===== config.mk =====
export PLATFORM = sky130hd
export DESIGN_NAME = oss_therm_enc
export DESIGN_NICKNAME = d
export VERILOG_FILES = /design/src/rtl/core/assert_macros.svh /design/src/rtl/core/oss_pkg.sv /design/src/rtl/core/oss_therm_enc.sv
export SDC_FILE = /design/constraint.sdc
export NUM_CORES = 1
export LEC_CHECK = 0
export BUFFER_PORTS_ARGS = -buffer_cell sky130_fd_sc_hd__buf_4
export CAP_MARGIN = 0
export CELL_PAD_IN_SITES_DETAIL_PLACEMENT = 0
export CELL_PAD_IN_SITES_GLOBAL_PLACEMENT = 1
export CORE_AREA = 2 2 154 81
export DETAILED_ROUTE_END_ITERATION = 12
export DIE_AREA = 0 0 156 83
export GPL_ROUTABILITY_DRIVEN = 0
export PLACE_DENSITY = 0.94
export SLEW_MARGIN = 40
export SYNTH_ARGS = -nofsm -noshare
export SYNTH_HDL_FRONTEND = slang
export SYNTH_SLANG_ARGS = --single-unit

===== constraint.sdc =====
create_clock -name vclk -period 6.4
set_clock_uncertainty 0.2 [all_clocks]
set_input_delay 1.28 -clock vclk [all_inputs]
set_output_delay 1.28 -clock vclk [all_outputs]
set_load 0.01 [all_outputs]

===== src/rtl/core/assert_macros.svh =====
// ---------------------------------------------------------------------------
// assert_macros.svh
// Concurrent assertion helpers. Define NO_ASSERTIONS to compile them away.
// ---------------------------------------------------------------------------
`ifndef ASSERT_MACROS_SVH
`define ASSERT_MACROS_SVH

`ifndef NO_ASSERTIONS

// Property that must hold at every clock edge outside reset.
`define OSS_ASSERT(lbl, clk, rst_n, prop, msg) \
  lbl: assert property (@(posedge clk) disable iff (!rst_n) (prop)) else $error(msg);

// Implication: when ante holds, cons must hold in the same cycle.
`define OSS_ASSERT_IMP(lbl, clk, rst_n, ante, cons, msg) \
  lbl: assert property (@(posedge clk) disable iff (!rst_n) (ante) |-> (cons)) else $error(msg);

`else

`define OSS_ASSERT(lbl, clk, rst_n, prop, msg)
`define OSS_ASSERT_IMP(lbl, clk, rst_n, ante, cons, msg)

`endif

`endif


===== src/rtl/core/oss_pkg.sv =====
// ---------------------------------------------------------------------------
// oss_pkg
// Shared constants, types and request codes of the order statistic set.
// ---------------------------------------------------------------------------
package oss_pkg;

  localparam int CAPACITY = 256;
  localparam int CNT_W    = 9;
  localparam int KEY_W    = 32;
  localparam int KIND_W   = 3;

  typedef logic [CNT_W-1:0]        cnt_t;
  typedef logic signed [KEY_W-1:0] key_t;
  typedef logic [KIND_W-1:0]       kind_t;

  localparam kind_t KIND_INSERT = 3'd0;
  localparam kind_t KIND_ERASE  = 3'd1;
  localparam kind_t KIND_MEMBER = 3'd2;
  localparam kind_t KIND_LOWER  = 3'd3;
  localparam kind_t KIND_UPPER  = 3'd4;
  localparam kind_t KIND_SELECT = 3'd5;

  // Broadcast from the controller to every cell.
  typedef struct packed {
    logic cmp_en;  // latch compare flags against key
    logic ins;     // open a slot at the first not-below cell and write key
    logic del;     // close the slot at the first not-below cell
    key_t key;
    cnt_t pos;
    cnt_t count;
  } cell_ctl_t;

  // Flags a cell reports back.
  typedef struct packed {
    logic lt;  // stored key is valid and below the request key
    logic eq;  // stored key is valid and equal to the request key
  } cell_stat_t;

endpackage


===== src/rtl/core/oss_therm_enc.sv =====
// ---------------------------------------------------------------------------
// oss_therm_enc
// Converts a thermometer vector (ones from bit 0 upward) into its count by
// locating the single edge and OR-encoding its position.
// ---------------------------------------------------------------------------
module oss_therm_enc (
  input  logic [oss_pkg::CAPACITY-1:0] therm_i,
  output oss_pkg::cnt_t                count_o
);

  logic [oss_pkg::CAPACITY:0] edge_bits;

  always_comb begin
    edge_bits[0] = ~therm_i[0];
    for (int i = 1; i < oss_pkg::CAPACITY; i++) begin
      edge_bits[i] = therm_i[i-1] & ~therm_i[i];
    end
    edge_bits[oss_pkg::CAPACITY] = therm_i[oss_pkg::CAPACITY-1];
  end

  always_comb begin
    count_o = '0;
    for (int i = 0; i <= oss_pkg::CAPACITY; i++) begin
      if (edge_bits[i]) begin
        count_o = count_o | oss_pkg::cnt_t'(i);
      end
    end
  end

endmodule

After elaboration in Yosys (flattened, before gate mapping) --
Index checks and enable logic that the tools add are counted. Widths: inputs -> output; s select.
Cells by class: multiplexer cells 256, bitwise operators 510
Operators with widths (count):
- $mux 8 | 128
- $mux 7 | 64
- $and 1x1->1 | 255
- $not 1->1 | 255
- $mux 6 | 32
- $mux 5 | 16
- $mux 4 | 8
- $mux 3 | 4
- $mux 9 | 1
- $mux 2 | 2
- $mux 1 | 1
Storage, ports and cells: logic and storage cells 766, input port bits 256, output and inout bits 9, register bits 0

Longest topological paths before layout --
depth in word-level cells 258, mapped depth 6, gate-level depth less buffers 6

Worst setup path before layout --
No wires, ideal clock.
path type input to output, from in therm_i[188] (netlist bit), to out count_o[2], stages 6, setup slack 2.401 ns, path buffers 0, required time 4.920 ns, arrival 2.519 ns, path through nand2b_1 o21ai_0 or4_4 nand4b_4 nor4_2 nand3_1
Between the ends: longest elaborated chain between the ends 71, elaborated cells between the ends (all ways) 72, classes of those cells 69 x mux; 3 x bitwise
RTL lines:
- start, declared | line oss_therm_enc.sv:7 | input logic [oss_pkg::CAPACITY-1:0] therm_i,
- $not 1->1 | line oss_therm_enc.sv:16 | edge_bits[i] = therm_i[i-1] & ~therm_i[i];
- $and 1x1->1 | line oss_therm_enc.sv:16
- $mux 8 | line oss_therm_enc.sv:24 | if (edge_bits[i]) begin
- $mux 8 (*) (67 in a row) | line oss_therm_enc.sv:24
- $mux 9 (*) | line oss_therm_enc.sv:24
- end, declared | line oss_therm_enc.sv:8 | output oss_pkg::cnt_t count_o
Mark *: on every way between the ends. The rest lies on a longest branch, timed or not.

Worst setup path in the final report --
from in therm_i[252] (netlist bit), to out count_o[0]
Between the ends: longest elaborated chain between the ends 5
RTL lines (line):
- $and 1x1->1 | oss_therm_enc.sv:16
- $mux 8 (3 in a row) | oss_therm_enc.sv:24
- $mux 9 | oss_therm_enc.sv:24
No other way between the ends.

==> metrics.txt <==
Slew HR 0.384; NumNets Final between 1000 and 1500; final hold vios 0; Mapped Avg Cell Area between 5 and 6 um^2; min-delay src therm_i[255]; drt initial violations 570; Ports approximately 270; CP max-delay cell nor4_1; CP Launch Type input port; CP most frequent cell buf_4; fmax 205 MHz; power share of the sequential group 0; count leader, synth inv_1; Pins Over Slew Limit 0; Horiz. Die Dim 156 um; routed vias/inst ~5.5; synth-to-layout area growth 76.6%; hold slack around 2.5 ns; family with the most delay on the worst path simple AND/OR/NAND/NOR gates; critical path class in -> out; # Post-CTS Setup Buffers 0; Filler cells roughly 1300; largest family of logic cells by synthesized area simple AND/OR/NAND/NOR gates; crit path time final just under 5 ns; hold endpoint count_o[8]; Worst Path Arrival roughly 3.4 ns; CLK BUF 0; diodes inserted 0; Worst VDD drop 0.0273 mV; first-pass GRT wire length 29200 um; Post-Synthesis Cell Area about 2800 um^2; Synth Area in Adders 0; antenna-violating nets left 0; Slew @ Worst Pin 0.916 ns; IO Port Bufs roughly 270; CP max stage delay 0.84 ns; register area 0 um^2; max cap viols 0; DR WL/cell ~22 um; DPL Wire Length approximately 19000 um; sequential share of the synthesized area 0; CP Capture Type output pin; Syn Nets 763; Min-Delay Path Depth 2; worst setup margin 1.51 ns; Synth Area in Simple Gates 0.540; Initial Util 0.246; Post-Route WL a little over 20000 um; Clk pwr share 0; worst path required time 4.92 ns; DRC errors left 0; P per Cell Area 66.9 nW/um^2; share of cells above drive strength 1 0.357; Comb power frac 1.000; P_int between 0.00015 and 0.0002 W; worst hold path class in -> out; router iterations before antenna repair 5; synth warn 0; Seq cells 0; Die ar. between 10000 and 15000 um^2; Tcrit/Tclk final 0.764; via count roughly 5000; Post-synth top cells inv_1 (112), nand2b_1 (63), o21ai_0 (56); Post-Place Worst Slack ~1.7 ns; Post-Synthesis Cells around 510; RSZ-0062 raised after global routing false; Synth Area in XOR/XNOR 0; GRT Util Overall 0.297; cell taking the most area after synthesis inv_1; CP Max Fanout 2; grt ovf 0; outcome finished, final reports clean; Area contributors post-synth inv_1 (15%), nand2b_1 (14%), o21ai_0 (9.9%); Rows 28; initial antenna violation count 0; top-area cell type share of the netlist area 0.148; post-synthesis compound-gate area fraction 0.309; WP buf/inv 2; endpoints failing setup 0; post-CTS sizing 0; vias in the first global route 5065; TNS Setup 0 ns; mux cell area share after synthesis 0; Netlist cell types 44; sw power roughly 0.00017 W; largest net degree at the start of global routing 5; crit path cell chain buf_4 -> nand2b_1 -> o21ai_0 -> nor4_1 -> nand4_1 -> nor3_1 -> nand3_1 -> buf_4; switching share of power 0.514; CTS Hold Bufs 0; Core Footprint about 12000 um^2; Critical path origin therm_i[252]; leakage roughly 2.6 nW; die span in y slightly above 80 um; Tot Pwr roughly 0.00033 W
## metal layers
metal	global-route usage	share of wire	routed length [um]	vias up
li1	-	-	-	2344
met1	0.422	0.44	9110	2346
met2	0.427	0.40	8180	338
met3	0.131	0.15	3160	20
met4	0.0209	0.0075	154	0
met5	0	0	0	-
## how the worst max path moves through the flow
stage | endpoint | slack, ns | depth (start not counted)
finish | count_o[0] | 1.51 | 8
global route | count_o[7] | 1.47 | 8
CTS | count_o[0] | 1.68 | 8
detailed placement | count_o[0] | 1.70 | 8
global placement | count_o[3] | 1.69 | 8
floorplan | count_o[2] | 2.40 | 6
## logic make-up after synthesis
group                  count (synthesis)
AOI/OAI and AO/OA                    133
buffers and inverters                113
and+or+nand+nor                      261
## power groups by stage
stage / clock (W) / combinational (W) / sequential, W
after floorplan: 0 / 0.000119 / 0
after global placement: 0 / 0.000324 / 0
after detailed placement: 0 / 0.000323 / 0
after CTS: 0 / 0.000324 / 0
after global routing: 0 / 0.000355 / 0
final: 0 / 0.000335 / 0
## layout by cell type (no fill, tap or decap), drive strengths merged, types with 2 or more instances in the layout
cell type / n
a22o: 11
nand4b: 2
buf: 265
and2b: 2
nor2: 26
nor4b: 4
o21ai: 58
nor4: 35
nor3: 21
a221oi: 8
a21boi: 3
nand4: 24
a21o: 5
o2111ai: 5
nand2: 22
a2111oi: 8
or4: 5
nor2b: 32
o22ai: 10
inv: 112
nand2b: 64
or2b: 2
a21oi: 16
nand3: 19
o2bb2ai: 3
## cell type report
class	instances	area (um^2)	share of cell area
inverter	112	420	0.0840
multi-input combinational	394	2400	0.481
tap	150	188	0.0375
timing repair buffer	265	1990	0.398
## per-stage QoR
| step | utilization | area [um^2] | std cells |
|---|---|---|---|
| final | 0.434 | 5000 | 921 |
| after global routing | 0.434 | 5000 | 921 |
| after global placement | 0.434 | 5000 | 921 |
| after floorplan | - | 2830 | 507 |
| after detailed placement | 0.434 | 5000 | 921 |
| after CTS | 0.434 | 5000 | 921 |
No activity file was read; power rests on OpenSTA's default activity.
