`src/rtl/core/assert_macros.svh`:
```
// ---------------------------------------------------------------------------
// assert_macros.svh
// Concurrent assertion helpers. Define NO_ASSERTIONS to compile them away.
// ---------------------------------------------------------------------------
`ifndef ASSERT_MACROS_SVH
`define ASSERT_MACROS_SVH

`ifndef NO_ASSERTIONS

// Property that must hold at every clock edge outside reset.
`define OSS_ASSERT(lbl, clk, rst_n, prop, msg) \
  lbl: assert property (@(posedge clk) disable iff (!rst_n) (prop)) else $error(msg);

// Implication: when ante holds, cons must hold in the same cycle.
`define OSS_ASSERT_IMP(lbl, clk, rst_n, ante, cons, msg) \
  lbl: assert property (@(posedge clk) disable iff (!rst_n) (ante) |-> (cons)) else $error(msg);

`else

`define OSS_ASSERT(lbl, clk, rst_n, prop, msg)
`define OSS_ASSERT_IMP(lbl, clk, rst_n, ante, cons, msg)

`endif

`endif

```
`src/rtl/core/oss_pkg.sv`:
```
// ---------------------------------------------------------------------------
// oss_pkg
// Shared constants, types and request codes of the order statistic set.
// ---------------------------------------------------------------------------
package oss_pkg;

  localparam int CAPACITY = 256;
  localparam int CNT_W    = 9;
  localparam int KEY_W    = 32;
  localparam int KIND_W   = 3;

  typedef logic [CNT_W-1:0]        cnt_t;
  typedef logic signed [KEY_W-1:0] key_t;
  typedef logic [KIND_W-1:0]       kind_t;

  localparam kind_t KIND_INSERT = 3'd0;
  localparam kind_t KIND_ERASE  = 3'd1;
  localparam kind_t KIND_MEMBER = 3'd2;
  localparam kind_t KIND_LOWER  = 3'd3;
  localparam kind_t KIND_UPPER  = 3'd4;
  localparam kind_t KIND_SELECT = 3'd5;

  // Broadcast from the controller to every cell.
  typedef struct packed {
    logic cmp_en;  // latch compare flags against key
    logic ins;     // open a slot at the first not-below cell and write key
    logic del;     // close the slot at the first not-below cell
    key_t key;
    cnt_t pos;
    cnt_t count;
  } cell_ctl_t;

  // Flags a cell reports back.
  typedef struct packed {
    logic lt;  // stored key is valid and below the request key
    logic eq;  // stored key is valid and equal to the request key
  } cell_stat_t;

endpackage

```
`src/rtl/core/oss_cell.sv`:
```
// ---------------------------------------------------------------------------
// oss_cell
// One slot of the sorted array: holds a key, compares it with the broadcast
// key and shifts toward either neighbor on insert or erase.
// ---------------------------------------------------------------------------
module oss_cell (
  input  logic                  clk,
  input  oss_pkg::cnt_t         idx_i,
  input  oss_pkg::cell_ctl_t    ctl_i,
  input  oss_pkg::key_t         left_key_i,
  input  logic                  left_lt_i,
  input  oss_pkg::key_t         right_key_i,
  output oss_pkg::key_t         key_o,
  output oss_pkg::cell_stat_t   stat_o,
  output oss_pkg::key_t         sel_key_o
);

  oss_pkg::key_t key_r;
  oss_pkg::key_t key_nxt;
  logic          lt_r;
  logic          eq_r;
  logic          slot_valid;

  assign slot_valid = (idx_i < ctl_i.count);

  always_comb begin
    key_nxt = key_r;
    if (ctl_i.ins && !lt_r) begin
      key_nxt = left_lt_i ? ctl_i.key : left_key_i;
    end else if (ctl_i.del && !lt_r) begin
      key_nxt = right_key_i;
    end
  end

  always_ff @(posedge clk) begin
    key_r <= key_nxt;
    if (ctl_i.cmp_en) begin
      lt_r <= slot_valid && ($signed(key_r) < $signed(ctl_i.key));
      eq_r <= slot_valid && (key_r == ctl_i.key);
    end
  end

  assign key_o     = key_r;
  assign stat_o.lt = lt_r;
  assign stat_o.eq = eq_r;
  assign sel_key_o = (ctl_i.pos == idx_i) ? key_r : '0;

endmodule

```
`config.mk`:
```
export PLATFORM = sky130hd
export DESIGN_NAME = oss_cell
export DESIGN_NICKNAME = d
export VERILOG_FILES = /design/src/rtl/core/assert_macros.svh /design/src/rtl/core/oss_pkg.sv /design/src/rtl/core/oss_cell.sv
export SDC_FILE = /design/constraint.sdc
export NUM_CORES = 1
export LEC_CHECK = 0
export ABC_AREA = 1
export BUFFER_PORTS_ARGS = -buffer_cell sky130_fd_sc_hd__buf_4
export CAP_MARGIN = 20
export CORE_ASPECT_RATIO = 1.2
export CORE_MARGIN = 2
export CORE_UTILIZATION = 48
export DETAILED_ROUTE_END_ITERATION = 16
export PLACE_DENSITY = 0.95
export SLEW_MARGIN = 5
export SYNTH_ARGS = -nofsm -noshare
export SYNTH_HDL_FRONTEND = slang
export SYNTH_SLANG_ARGS = --single-unit
```
`constraint.sdc`:
```
create_clock -name clk -period 7.7 [get_ports clk]
set_input_delay 1.925 -clock clk [delete_from_list [all_inputs] [get_ports clk]]
set_output_delay 1.925 -clock clk [all_outputs]
set_load 0.01 [all_outputs]
```
# Yosys cells after proc, flatten, opt, wreduce, memory -nomap -nowiden
# Index checks and enable logic that the tools add are counted.
# totals
register_bits,34
input_bits,128
word_cells,17
# op_classes
magnitude_cmp,2
eq_ne,2
mux,4
n_reduce_logical,6
# op_table
cell,count
$mux W32,4
$eq A32 B32 Y1,1
$lt A32 B32 Y1,1
$eq A9 B9 Y1,1
$lt A9 B9 Y1,1
$logic_and A1 B1 Y1,4
$reduce_bool A2 Y1,1
$logic_not A1 Y1,1

# Depth between registers and ports, before layout
# logic_depth
ltp_word,4
mapped_depth,14
depth_no_buf,14

# Least setup slack after synthesis
# No wires, ideal clock.
# synth_path
path_type,input to output
startpoint,input ctl_i[15] in the netlist's numbering
endpoint,output sel_key_o[10]
arrival_time_ns,2.775
path_slack_ns,3.000
stages,6
n_path_buf,1
path_cell_list,xnor2_1 > nand3_1 > nor3_2 > nand4_2 > buf_6 > nor2_1
# synth_via
elab_chain_cells,2
# synth_rtl
element,line_no,source
"start, declared",oss_cell.sv:9,"input oss_pkg::cell_ctl_t ctl_i,"
$eq A9 B9 Y1,oss_cell.sv:46,assign sel_key_o = (ctl_i.pos == idx_i) ? key_r : '0;
$mux W32,oss_cell.sv:46,
"end, declared",oss_cell.sv:15,output oss_pkg::key_t sel_key_o
# Every way passes these cells.

# Final worst setup path
# layout_path
startpoint,input ctl_i[15] in the netlist's numbering
endpoint,output sel_key_o[7]
# Same word-level chain as after synthesis.

==> flow_summary_export.csv <==
group,metric,value,unit
floorplanning,start_util,0.4973,
setup_path,setup.worst_path.class,"input pin to output pin",
sta,final_hold_viol_count,0,
floorplanning,row_count,32,
logic_synthesis,yosysSeqAreaShare,0.3185,
final_layout,layout.cells.most_common,"buf_4",
routing,dr.max_layer_used,"met4",
final_layout,fin_cells,727,
setup_path,reg2reg_setup_slack,5.78,ns
sta,final-max-slew-violation-count,0,
final_layout,insertedDiodeCount,0,
final_layout,nFillCells,499,
routing,met3_length,672,um
placed_design,portBuffers,193,
outcome,run_status,"finished clean",
final_layout,finish.net_count,809,
logic_synthesis,synthDominantAreaCellType,"edfxtp_1",
grt,first_global_vias,3536,
final_layout,drive_gt1_frac,0.3271,
setup_path,timing.rr.end,"lt_r",
clocking,cts-root-to-sink-buffers,2,
placed_design,place_inst,718,
sta,final_min_period_over_clock_period,0.7263,
clocking,cts_tree,"done",
logic_synthesis,syn_nets,625,
final_layout,layout_common_cells,"buf_4 (194), nand2_1 (114), inv_1 (96)",
setup_path,worstSetupStartpoint,"ctl_i[15]",
job,max_cap_viol_count,0,
logic_synthesis,netlist-cell-type-count,24,
floorplanning,die_width,78.60,um
setup_path,required,5.78,ns
sta,worst-slew-pin-transition,0.9488,ns
sta,finalSetupViolations,0,
clocking,clock_latency,0.28,ns
routing,via_count,3569,
setup_path,worst_setup_path_endpoint,"sel_key_o[7]",
logic_synthesis,synthesized_netlist_cell_count,457,
setup_path,critical_path_stages,7,
routing,drt.antenna.violating_nets,0,
floorplanning,io_pins,194,
sta,setup_repair_after_global_routing_missed_its_margin,"false",
floorplanning,vertical_extent_of_the_die,93.52,um
clocking,postCtsResizedCells,0,
setup_path,critical_path.most_common_cell,"buf_4",
logic_synthesis,ys_ff_latch,34,
setup_path,timing.critical_path.fanout_max,32,
floorplanning,placeableCoreArea,6446,um2
clocking,cts-root-buf,"clkbuf_8",
setup_path,worst_path_max_delay_cell,"nand4_2",
routing,wl_met1,3.508,mm
clocking,cts_sinks,34,
setup_path,cp_slowest_stage_delay,0.71,ns
sta,setup_total_negative_slack,0,ns
placed_design,globalplace.congestion,0.8482,
sta,post-route-min-period,5.593,ns
routing,first_iter_violations,98,
grt,antenna_found_initial,0,
grt,groute.usage.overall,0.2565,
setup_path,timing.critical_path.arrival,3.67,ns
setup_path,cells_traversed_along_the_worst_timing_path,"buf_4, xnor2_1, nand3_1, nor3_2, nand4_2, nor2_1, buf_4",
routing,detailedRoute.firstPassIterationCount,5,
grt,global_route.overflow_total,0,
sta,timing.slew.headroom,0.3660,
sta,setup_clock_skew_after_layout,0.01037,ns
routing,vias_per_cell,4.909,
power_and_ir_drop,design_power_total,0.6423,mW
power_and_ir_drop,static-leakage-power,2.736,nW
placed_design,hpwl_after_dpl,7.754,mm
setup_path,end_kind,"output pin",
setup_path,reg2regPathDepth,12,
clocking,cts_htree_levels,2,
logic_synthesis,synth_top_cells_by_area,"edfxtp_1 (32%), ha_1 (16%), nand2_1 (13%)",
floorplanning,die_area,7351,um2
clocking,numCtsBuffers,5,
sta,timing.fmax,0.1788,GHz
routing,finalWirelength,9.646,mm
logic_synthesis,synthDominantCellAreaShare,0.3185,
grt,grt_first_pass_wirelength,15.13,mm
clocking,path_clk_slew,0.07,ns
clocking,cts-hold-fix-buffers,0,
grt,grt_start_max_net_pins,65,
setup_path,crit-reg2reg-launch,"key_o[31]",
hold_path,hp-class,"register to register",
routing,drt_drc_violations_left,0,
logic_synthesis,synth-warning-count,0,
power_and_ir_drop,ir_worst_vdd,86.32,uV
logic_synthesis,mappedNetlistArea,3206,um2
logic_synthesis,synthesis.area_per_instance,7.014,um2
hold_path,worst_hold_startpoint,"key_o[31]",
clocking,cts_setup_buffers,0,
setup_path,setup.worst_path.start_class,"input pin",
setup_path,crit_family,"simple AND/OR/NAND/NOR gates",
routing,met2WireLength,5.307,mm
final_layout,areaGrowthSynthToFinish,49.41,%
setup_path,crit_buf_inv,2,
power_and_ir_drop,pwr_per_cell_area,134.1,nW/um2
routing,post_drt_wl_per_cell,13.27,um
cell usage after synthesis:
master / instances
inv_1: 96
o21ai_0: 1
a21o_1: 3
xnor2_1: 5
nand4_1: 2
nand3_1: 3
a21oi_1: 15
buf_2: 5
o31a_1: 1
buf_4: 2
xor2_1: 4
ha_1: 40
nor2_2: 5
nand4_2: 1
clkbuf_1: 8
o21bai_1: 1
buf_6: 3
nor3_2: 1
nor3_1: 4
a31oi_1: 32
edfxtp_1: 34
o31ai_1: 1
nand2_1: 114
nor2_1: 76
layer usage:
layer,global-route usage,up-vias
met1,0.2759,1604
met3,0.05116,14
li1,-,1805
met2,0.4979,146
met4,0.07456,0
met5,0,-
sequential cells by signal, summed over array words and instances (netlist names):
register,flops
key_o,32
eq_r,1
lt_r,1
area by class of cell:
| class | instances | area (um2) | share of cell area |
|---|---|---|---|
| clock buffer | 5 | 68.82 | 0.01437 |
| multi-input combinational | 309 | 1733 | 0.3618 |
| timing repair buffer | 195 | 1484 | 0.3098 |
| tap | 85 | 106.4 | 0.02220 |
| inverter | 96 | 360.3 | 0.07524 |
| clock inverter | 3 | 16.27 | 0.003396 |
| sequential | 34 | 1021 | 0.2132 |
worst register-to-register path, cell delays in order, from the launching register on:
cell and delay [ns]:
edfxtp_1 0.43, ha_1 0.36, nand2_1 0.08, inv_1 0.06, nand2_1 0.07, nor2_2 0.14, nand2_1 0.11, nor2_2 0.11
nand2_1 0.06, nand2_1 0.09, o21bai_1 0.07, nand2_1 0.06, nor2_1 0.03
power breakdown:
part           total, mW  switching [mW]  leakage [nW]  internal, mW
Sequential         0.260          0.0212         0.327         0.239
Combinational      0.253           0.128          2.37         0.124
Clock              0.130          0.0676        0.0416        0.0619
Total              0.642           0.217          2.74         0.425
per-stage QoR:
stage / setup slack [ns] / hold WS [ns] / util / instance area (um2)
2_1_floorplan: 3.000 / 0.7267 / - / 3206
4_1_cts: 2.089 / 0.8730 / 0.7387 / 4762
5_1_grt: 1.947 / 0.9249 / 0.7430 / 4790
3_5_place_dp: 2.092 / 0.8537 / 0.7255 / 4677
3_3_place_gp: 2.231 / 0.8404 / 0.7255 / 4677
6_report: 2.107 / 0.8693 / 0.7430 / 4790
worst min-delay path by stage:
stage                     slack (ns)  depth (start not counted)       end
after floorplan                 0.73                          3  key_o[0]
after global placement          0.84                          3      lt_r
after detailed placement        0.85                          3      lt_r
after CTS                       0.87                          3      lt_r
after global routing            0.92                          3      lt_r
final                           0.87                          3      lt_r
logic make-up after synthesis:
family                     Yosys count  share of synthesized area
buffers and inverters              114                     0.1448
adders and majority gates           40                     0.1561
and+or+nand+nor                    206                     0.2541
xor gates and xnor gates             9                    0.02459
DFF                                 34                     0.3185
AOI/OAI and AO/OA                   54                     0.1019
Power figures use the tool's default switching activity.
